## config.mk

```make
export PLATFORM = sky130hd
export DESIGN_NAME = ordered_value_list
export DESIGN_NICKNAME = d
export VERILOG_FILES = /design/src/rtl/ovl_pkg.sv /design/src/rtl/ovl_cell.sv /design/src/rtl/ovl_first_hit.sv /design/src/rtl/ordered_value_list.sv
export VERILOG_INCLUDE_DIRS = /design/src /design/src/rtl
export SDC_FILE = /design/constraint.sdc
export NUM_CORES = 2
export LEC_CHECK = 0
export ABC_CLOCK_PERIOD_IN_PS = 12010
export BUFFER_PORTS_ARGS = -buffer_cell sky130_fd_sc_hd__buf_2
export CORE_ASPECT_RATIO = 1.2
export CORE_MARGIN = 4
export CORE_UTILIZATION = 40
export CTS_CLUSTER_SIZE = 28
export DETAILED_ROUTE_END_ITERATION = 10
export HOLD_SLACK_MARGIN = 0.03
export SKIP_CTS_REPAIR_TIMING = 1
export SLEW_MARGIN = 10
export SYNTH_ARGS = -nofsm -noshare
export SYNTH_HDL_FRONTEND = slang
export SYNTH_SLANG_ARGS = --single-unit
```

## constraint.sdc

```tcl
create_clock -name clk -period 12.01 [get_ports clk]
set_input_delay 3.0025 -clock clk [delete_from_list [all_inputs] [get_ports clk]]
set_output_delay 3.0025 -clock clk [all_outputs]
set_load 0.005 [all_outputs]
```

## src/rtl/ordered_value_list_macros.svh

```systemverilog
// ----------------------------------------------------------------------------
// ordered_value_list assertion macros
// Concurrent assertion wrappers; empty when SYNTHESIS is defined.
// ----------------------------------------------------------------------------
`ifndef ORDERED_VALUE_LIST_MACROS_SVH
`define ORDERED_VALUE_LIST_MACROS_SVH

`ifndef SYNTHESIS
// antecedent implies consequent in the same cycle
`define OVL_ASSERT_NOW(label, clk, rst, ante, cons) \
  label: assert property (@(posedge clk) disable iff (rst) (ante) |-> (cons)) \
    else $error("ordered_value_list: same-cycle check failed");
// antecedent implies consequent in the next cycle
`define OVL_ASSERT_NEXT(label, clk, rst, ante, cons) \
  label: assert property (@(posedge clk) disable iff (rst) (ante) |=> (cons)) \
    else $error("ordered_value_list: next-cycle check failed");
`else
`define OVL_ASSERT_NOW(label, clk, rst, ante, cons)
`define OVL_ASSERT_NEXT(label, clk, rst, ante, cons)
`endif

`endif

```

## src/rtl/ovl_pkg.sv

```systemverilog
// ----------------------------------------------------------------------------
// ovl_pkg
// Sizes, field types, action and status codes for the ordered value list.
// ----------------------------------------------------------------------------
package ovl_pkg;

  // store size and derived widths
  localparam int CAPACITY = 64;
  localparam int IDX_W    = $clog2(CAPACITY);
  localparam int CNT_W    = $clog2(CAPACITY + 1);

  // field widths
  localparam int ACT_W  = 2;
  localparam int VAL_W  = 32;
  localparam int ST_W   = 2;
  localparam int POS_W  = 6;
  localparam int OCNT_W = 7;
  localparam int IN_W   = ((ACT_W + VAL_W + 7) / 8) * 8;
  localparam int OUT_W  = ((ST_W + POS_W + OCNT_W + 7) / 8) * 8;

  typedef logic [IDX_W-1:0]  idx_t;
  typedef logic [CNT_W-1:0]  cnt_t;
  typedef logic [VAL_W-1:0]  value_t;
  typedef logic [ACT_W-1:0]  action_t;
  typedef logic [ST_W-1:0]   status_t;
  typedef logic [POS_W-1:0]  pos_field_t;
  typedef logic [OCNT_W-1:0] cnt_field_t;

  localparam cnt_t CNT_ONE  = cnt_t'(1);
  localparam cnt_t CNT_FULL = cnt_t'(CAPACITY);

  // action codes
  localparam action_t ACT_INSERT = 2'd0;
  localparam action_t ACT_REMOVE = 2'd1;
  localparam action_t ACT_SEARCH = 2'd2;

  // status codes
  localparam status_t ST_OK        = 2'd0;
  localparam status_t ST_NOT_FOUND = 2'd1;
  localparam status_t ST_FULL      = 2'd2;

  // controls broadcast from the top level to every cell
  typedef struct packed {
    logic   capture;    // latch compare result this cycle
    logic   append;     // write app_value at index == count
    cnt_t   count;      // entries currently held
    value_t cmp_value;  // value to compare against
    value_t app_value;  // value to append
  } cell_ctl_t;

endpackage

```

## src/rtl/ovl_cell.sv

```systemverilog
// ----------------------------------------------------------------------------
// ovl_cell
// One list entry: holds a value, flags an equal compare, shifts down or loads.
// ----------------------------------------------------------------------------
module ovl_cell (
  input  logic                clk,
  input  ovl_pkg::cell_ctl_t  ctl,
  input  ovl_pkg::idx_t       idx,       // fixed position of this cell
  input  logic                shift_en,  // take the upper neighbor's value
  input  ovl_pkg::value_t     neighbor,  // value of cell idx+1
  output ovl_pkg::value_t     entry,
  output logic                match
);

  ovl_pkg::cnt_t idx_ext;
  logic          held;

  assign idx_ext = ovl_pkg::cnt_t'(idx);
  assign held    = idx_ext < ctl.count;

  // compare flag, only for entries inside the list
  always_ff @(posedge clk) begin
    if (ctl.capture) begin
      match <= held && (entry == ctl.cmp_value);
    end
  end

  // append at the tail, or close a gap by shifting down
  always_ff @(posedge clk) begin
    if (ctl.append && (idx_ext == ctl.count)) begin
      entry <= ctl.app_value;
    end else if (shift_en) begin
      entry <= neighbor;
    end
  end

endmodule

```

## src/rtl/ovl_first_hit.sv

```systemverilog
// ----------------------------------------------------------------------------
// ovl_first_hit
// Finds the lowest matching cell: found flag, its index and the shift mask.
// ----------------------------------------------------------------------------
module ovl_first_hit (
  input  logic [ovl_pkg::CAPACITY-1:0] match,
  output logic                         found,
  output ovl_pkg::idx_t                position,
  output logic [ovl_pkg::CAPACITY-1:0] shift_mask  // cells at or above the hit
);

  logic [ovl_pkg::CAPACITY-1:0] below;   // cells under the first hit
  logic [ovl_pkg::CAPACITY-1:0] onehot;

  assign found      = |match;
  assign below      = (match - {{(ovl_pkg::CAPACITY-1){1'b0}}, 1'b1}) & ~match;
  assign onehot     = match & ~(match - {{(ovl_pkg::CAPACITY-1){1'b0}}, 1'b1});
  assign shift_mask = found ? ~below : '0;

  // encode the one-hot hit
  always_comb begin
    position = '0;
    for (int i = 0; i < ovl_pkg::CAPACITY; i++) begin
      if (onehot[i]) begin
        position = position | ovl_pkg::idx_t'(i);
      end
    end
  end

endmodule

```

## src/rtl/ordered_value_list.sv

```systemverilog
// ----------------------------------------------------------------------------
// ordered_value_list
// Ordered list of signed 32-bit values in a row of compare-and-shift cells.
// ----------------------------------------------------------------------------
// The cell row compares in the accept cycle; the first-hit resolve, the
// shift/append and the result load follow in the resolve state, and the
// result is offered once loaded. No input is accepted in the resolve state.
// A stalled result holds off the next input until it is taken.
// Reset clears the entry count, the control state and the result valid;
// the entry values themselves are not cleared.
`include "ordered_value_list_macros.svh"

module ordered_value_list (
  input  logic                      clk,
  input  logic                      rst,
  input  logic                      s_tvalid,
  output logic                      s_tready,
  input  logic [ovl_pkg::IN_W-1:0]  s_tdata,  // [1:0] action, [33:2] operand_value
  output logic                      m_tvalid,
  input  logic                      m_tready,
  output logic [ovl_pkg::OUT_W-1:0] m_tdata   // [1:0] status, [7:2] position,
                                              // [14:8] entry_count
);

  localparam logic STATE_IDLE    = 1'b0;
  localparam logic STATE_RESOLVE = 1'b1;

  logic                         state;
  logic                         capture;
  logic                         resolve;
  ovl_pkg::action_t             op_action;
  ovl_pkg::value_t              op_value;
  ovl_pkg::cnt_t                count;
  ovl_pkg::cnt_t                count_next;
  ovl_pkg::status_t             status_next;
  ovl_pkg::idx_t                pos_next;
  ovl_pkg::cell_ctl_t           ctl;
  ovl_pkg::value_t              entry [ovl_pkg::CAPACITY];
  logic [ovl_pkg::CAPACITY-1:0] match;
  logic [ovl_pkg::CAPACITY-1:0] shift_mask;
  logic                         found;
  ovl_pkg::idx_t                hit_pos;

  assign capture  = s_tvalid && s_tready;
  assign resolve  = (state == STATE_RESOLVE);
  assign s_tready = (state == STATE_IDLE) && (!m_tvalid || m_tready);

  // broadcast controls to the cell row
  assign ctl.capture   = capture;
  assign ctl.append    = resolve && (op_action == ovl_pkg::ACT_INSERT)
                         && (count != ovl_pkg::CNT_FULL);
  assign ctl.count     = count;
  assign ctl.cmp_value = s_tdata[ovl_pkg::ACT_W +: ovl_pkg::VAL_W];
  assign ctl.app_value = op_value;

  // cell row, each cell fed by its upper neighbor
  for (genvar g = 0; g < ovl_pkg::CAPACITY; g++) begin : g_cell
    ovl_pkg::value_t upper;
    logic            shift_en;

    if (g == ovl_pkg::CAPACITY - 1) begin : g_top
      assign upper = '0;
    end else begin : g_mid
      assign upper = entry[g+1];
    end

    assign shift_en = resolve && (op_action == ovl_pkg::ACT_REMOVE) && shift_mask[g];

    ovl_cell u_cell (
      .clk      (clk),
      .ctl      (ctl),
      .idx      (ovl_pkg::idx_t'(g)),
      .shift_en (shift_en),
      .neighbor (upper),
      .entry    (entry[g]),
      .match    (match[g])
    );
  end

  ovl_first_hit u_first_hit (
    .match      (match),
    .found      (found),
    .position   (hit_pos),
    .shift_mask (shift_mask)
  );

  // action decode in the resolve cycle
  always_comb begin
    status_next = ovl_pkg::ST_OK;
    pos_next    = '0;
    count_next  = count;
    unique case (op_action)
      ovl_pkg::ACT_INSERT: begin
        if (count == ovl_pkg::CNT_FULL) begin
          status_next = ovl_pkg::ST_FULL;
        end else begin
          count_next = count + ovl_pkg::CNT_ONE;
        end
      end
      ovl_pkg::ACT_REMOVE: begin
        if (found) begin
          pos_next   = hit_pos;
          count_next = count - ovl_pkg::CNT_ONE;
        end else begin
          status_next = ovl_pkg::ST_NOT_FOUND;
        end
      end
      ovl_pkg::ACT_SEARCH: begin
        if (found) begin
          pos_next = hit_pos;
        end else begin
          status_next = ovl_pkg::ST_NOT_FOUND;
        end
      end
      default: begin
        status_next = ovl_pkg::ST_OK;
      end
    endcase
  end

  // control state, count and result valid
  always_ff @(posedge clk) begin
    if (rst) begin
      state    <= STATE_IDLE;
      count    <= '0;
      m_tvalid <= 1'b0;
    end else begin
      if (capture) begin
        state <= STATE_RESOLVE;
      end else if (resolve) begin
        state <= STATE_IDLE;
      end
      if (resolve) begin
        count    <= count_next;
        m_tvalid <= 1'b1;
      end else if (m_tready) begin
        m_tvalid <= 1'b0;
      end
    end
  end

  // operand hold and result payload
  always_ff @(posedge clk) begin
    if (capture) begin
      op_action <= s_tdata[ovl_pkg::ACT_W-1:0];
      op_value  <= s_tdata[ovl_pkg::ACT_W +: ovl_pkg::VAL_W];
    end
    if (resolve) begin
      m_tdata <= ovl_pkg::OUT_W'({ovl_pkg::cnt_field_t'(count_next),
                                  ovl_pkg::pos_field_t'(pos_next),
                                  status_next});
    end
  end

  // checks
  `OVL_ASSERT_NOW(a_count_bound, clk, rst, 1'b1, count <= ovl_pkg::CNT_FULL)
  `OVL_ASSERT_NEXT(a_accept_resolves, clk, rst, capture, state == STATE_RESOLVE)
  `OVL_ASSERT_NOW(a_no_accept_busy, clk, rst, resolve, !s_tready)
  `OVL_ASSERT_NEXT(a_remove_dec, clk, rst, resolve && (op_action == ovl_pkg::ACT_REMOVE) && found, (count + ovl_pkg::CNT_ONE) == $past(count))

endmodule
```

==> results.json <==
{
  "routed_wirelength_um": 424300,
  "cts_buffers": 235,
  "rsz0062_at_grt": "no",
  "post-route-util": 0.4463,
  "ant_nets": 0,
  "clk_latency_ns": 0.93,
  "synth_simple_gate_area_share": 0.05537,
  "hold_viol": 0,
  "core_area_mm2": 0.2894,
  "area_growth_pct": 10.74,
  "p_sw_frac": 0.2526,
  "synth_warnings": 0,
  "hold_class": "reg -> reg",
  "pwr-share-seq": 0.502,
  "grt_max_degree": 58,
  "viasPerCell": 6.024,
  "timing.fmax_mhz": 153.6,
  "async_reset_ff_frac": 0,
  "cp-end-kind": "primary output",
  "worstPathCellList": "buf_2 > inv_1 > a21oi_1 > buf_2",
  "portBuffers": 54,
  "cts-root-buf": "clkbuf_16",
  "ys_seq_elements": 2170,
  "timing.rr.end": "g_cell[18].u_cell.entry[20]",
  "clkSinkCount": 2170,
  "min_to": "m_tvalid",
  "place_hpwl_um": 277900,
  "finalClockSkew_ns": 0.06348,
  "finalSetupTns_ns": 0,
  "max-cap-violations": 0,
  "switching_power_uw": 4299,
  "seq_area_frac_synth": 0.5578,
  "period_minus_slack_ns": 6.512,
  "antenna_found_initial": 31,
  "tightest_slew_ns": 1.432,
  "initial_core_util": 0.4030,
  "slew_viol_final": 0,
  "r2r_start": "g_cell[10].u_cell.match",
  "min_from": "m_tvalid",
  "slowest_stage": "a21oi_1",
  "status": "complete, no violations",
  "vias": 73147,
  "h-tree-depth": 4,
  "clk_transition_reported_paths_ns": 0.06,
  "cp.arrival_ns": 3.51,
  "synth_edf_count": 2161,
  "startpoint_type": "input pin",
  "postSynthAreaPerCell_um2": 14.07,
  "clockBufferDepth": 4,
  "cp_common_cell": "buf_2",
  "required_ns": 9.01,
  "reg2reg_slack_ns": 6.69,
  "dieHeight_um": 599.6,
  "avgRoutedWirePerCell_um": 34.95,
  "power_density_mw_per_mm2": 131.7,
  "grt_overflow_total": 0,
  "cts_tree": "yes",
  "synth_nets": 8343,
  "synth_top_family_by_area": "multiplexers",
  "num_rows": 216,
  "synthAdderAreaFrac": 0.0009653,
  "grt_pass1_wl_um": 588700,
  "grt.total_usage": 0.2750,
  "synth_xor_area_frac": 0.1539,
  "ir_drop_uv": 115.8,
  "die_area_mm2": 0.3004,
  "grt_pass1_vias": 74595,
  "hold_ws_ns": 0.5529,
  "worstHoldPathCells": 2,
  "worst-setup-path-type": "in -> out",
  "synthCells": 8290,
  "syn_area_mm2": 0.1167,
  "relSlewSlack": 0.03795,
  "synth_ff_type": "edfxtp_1",
  "fin_crit_sh": 0.5422,
  "nets": 8185,
  "setup_viol": 0,
  "place.gp.congestion": 0.9481,
  "pwr-share-comb": 0.084,
  "drt_iter0_markers": 8277,
  "pwr-share-clk": 0.414,
  "p_leak_uw": 0.04066,
  "intPower_uw": 12720,
  "drive_gt1_frac": 0.3329,
  "synth_compound_gate_area_share": 0.01295,
  "drcViolationCount": 0,
  "max_stage_delay_ns": 0.24,
  "pin_count": 62,
  "synth.distinct_cells": 85,
  "first_pass_iters": 7,
  "finalPower_uw": 17020,
  "reg2reg_depth": 10,
  "critPathMaxFanout": 4,
  "die_x_um": 501.0,
  "synthMuxAreaShare": 0.1948
}
## area by class of cell
| cell class | instances | area [um2] |
|---|---|---|
| fill | 25578 | 160300 |
| sequential | 2170 | 65080 |
| multi-input combinational | 5396 | 49550 |
| clock buffer | 299 | 6183 |
| tap | 3815 | 4773 |
| timing repair buffer | 308 | 2527 |
| clock inverter | 119 | 964.7 |
| inverter | 21 | 78.83 |
| antenna | 15 | 37.54 |
## sequential cells by signal (all words and copies together) (netlist names)
| register | count |
|---|---|
| resolve | 1 |
| op_value | 32 |
| count | 7 |
| g_cell.u_cell.entry | 2048 |
| m_tvalid | 1 |
| op_action | 2 |
| g_cell.u_cell.match | 64 |
| m_tdata | 15 |
## through the flow
| stage | instance area, um2 | cells | setup WS, ns |
|---|---|---|---|
| 3_3_place_gp | 122000 | 11708 | 5.398 |
| 3_5_place_dp | 122000 | 11708 | 5.458 |
| 4_1_cts | 129100 | 12126 | 5.492 |
| 5_1_grt | 129200 | 12131 | 5.393 |
| 6_report | 129200 | 12143 | 5.498 |
| 2_1_floorplan | 116700 | 8290 | 5.754 |
## power by group through the flow
stage / combinational (uW) / sequential (uW) / clock, uW
2_1_floorplan: 765 / 8640 / 0
3_3_place_gp: 1390 / 8700 / 0
3_5_place_dp: 1390 / 8700 / 0
4_1_cts: 1400 / 8540 / 7110
5_1_grt: 1450 / 8540 / 7410
6_report: 1430 / 8540 / 7050
## metal layers
| layer | global-route usage | vias to the layer above | part of all wire |
|---|---|---|---|
| met1 | 0.3349 | 37931 | 0.38 |
| met2 | 0.4605 | 3710 | 0.48 |
| met5 | 0 | - | 0.000090 |
| met4 | 0.1522 | 6 | 0.066 |
| li1 | - | 30373 | - |
| met3 | 0.05149 | 1127 | 0.075 |
## cells by family (layout without fill, tap and decap cells)
kind of cell,after synthesis,after routing
adder cells (fa/ha/maj),9,9
multiplexers,2018,2018
other,1,16
flip-flops,2170,2170
AND/OR/NAND/NOR,1101,1101
buffers and inverters,724,747
XOR/XNOR,2050,2050
AO/OA/AOI/OAI,217,217
## critical path, delay by kind of cell
family	cells	cell delay (ns)
AO/OA/AOI/OAI	1	0.24
buffers and inverters	3	0.28
## layout by cell type, fill, tap and decap left out, types with 15 or more instances in the layout
| master | count |
|---|---|
| buf_4 | 242 |
| nor3_1 | 60 |
| xor2_1 | 1150 |
| xnor2_1 | 900 |
| and3_1 | 51 |
| a21o_1 | 15 |
| nand2_1 | 72 |
| nand4_1 | 270 |
| edfxtp_1 | 2161 |
| inv_1 | 19 |
| buf_6 | 32 |
| clkinv_1 | 59 |
| clkbuf_16 | 237 |
| clkinv_2 | 36 |
| clkbuf_1 | 60 |
| nand3_1 | 66 |
| a21oi_1 | 29 |
| nor4_1 | 370 |
| nor2_1 | 74 |
| buf_2 | 22 |
| o22ai_4 | 20 |
| diode_2 | 15 |
| nor2_4 | 17 |
| nor2_2 | 32 |
| mux2_2 | 2012 |
| o21ai_0 | 20 |
## synth_stat cells (6+ instances only)
library cell     n  share of area
edfxtp_1      2161           0.56
mux2_2        2012           0.19
xor2_1        1150          0.086
xnor2_1        900          0.068
clkbuf_1       507          0.016
nor4_1         371          0.020
nand4_1        270          0.014
buf_1          129         0.0042
nor2_1         123         0.0040
nand2_1         74         0.0024
nor3_1          69         0.0030
nand3_1         66         0.0028
buf_2           63         0.0027
and3_1          51         0.0027
o22ai_1         36         0.0019
a21oi_1         30         0.0013
o21ai_0         25         0.0011
inv_1           19        0.00061
a21o_1          16         0.0010
a31oi_1         13        0.00070
o2111ai_1       13        0.00098
nand2b_1        11        0.00059
a2111oi_0       10        0.00075
o211ai_1        10        0.00064
dfxtp_1          9         0.0015
ha_1             9        0.00097
o21bai_1         9        0.00058
or3_1            8        0.00043
a211oi_1         7        0.00045
or4_1            7        0.00045
and2_1           6        0.00032
o21ai_1          6        0.00026
## worst max path at each step
stage                start                 endpoint  cells past startpoint
6_report          m_tready                 s_tready                      4
5_1_grt           m_tready                 s_tready                      4
4_1_cts           m_tready                 s_tready                      4
3_5_place_dp   s_tdata[26]  g_cell[28].u_cell.match                      7
3_3_place_gp   s_tdata[26]  g_cell[28].u_cell.match                      7
2_1_floorplan     m_tready                 s_tready                      2
Power figures use the tool's default switching activity.
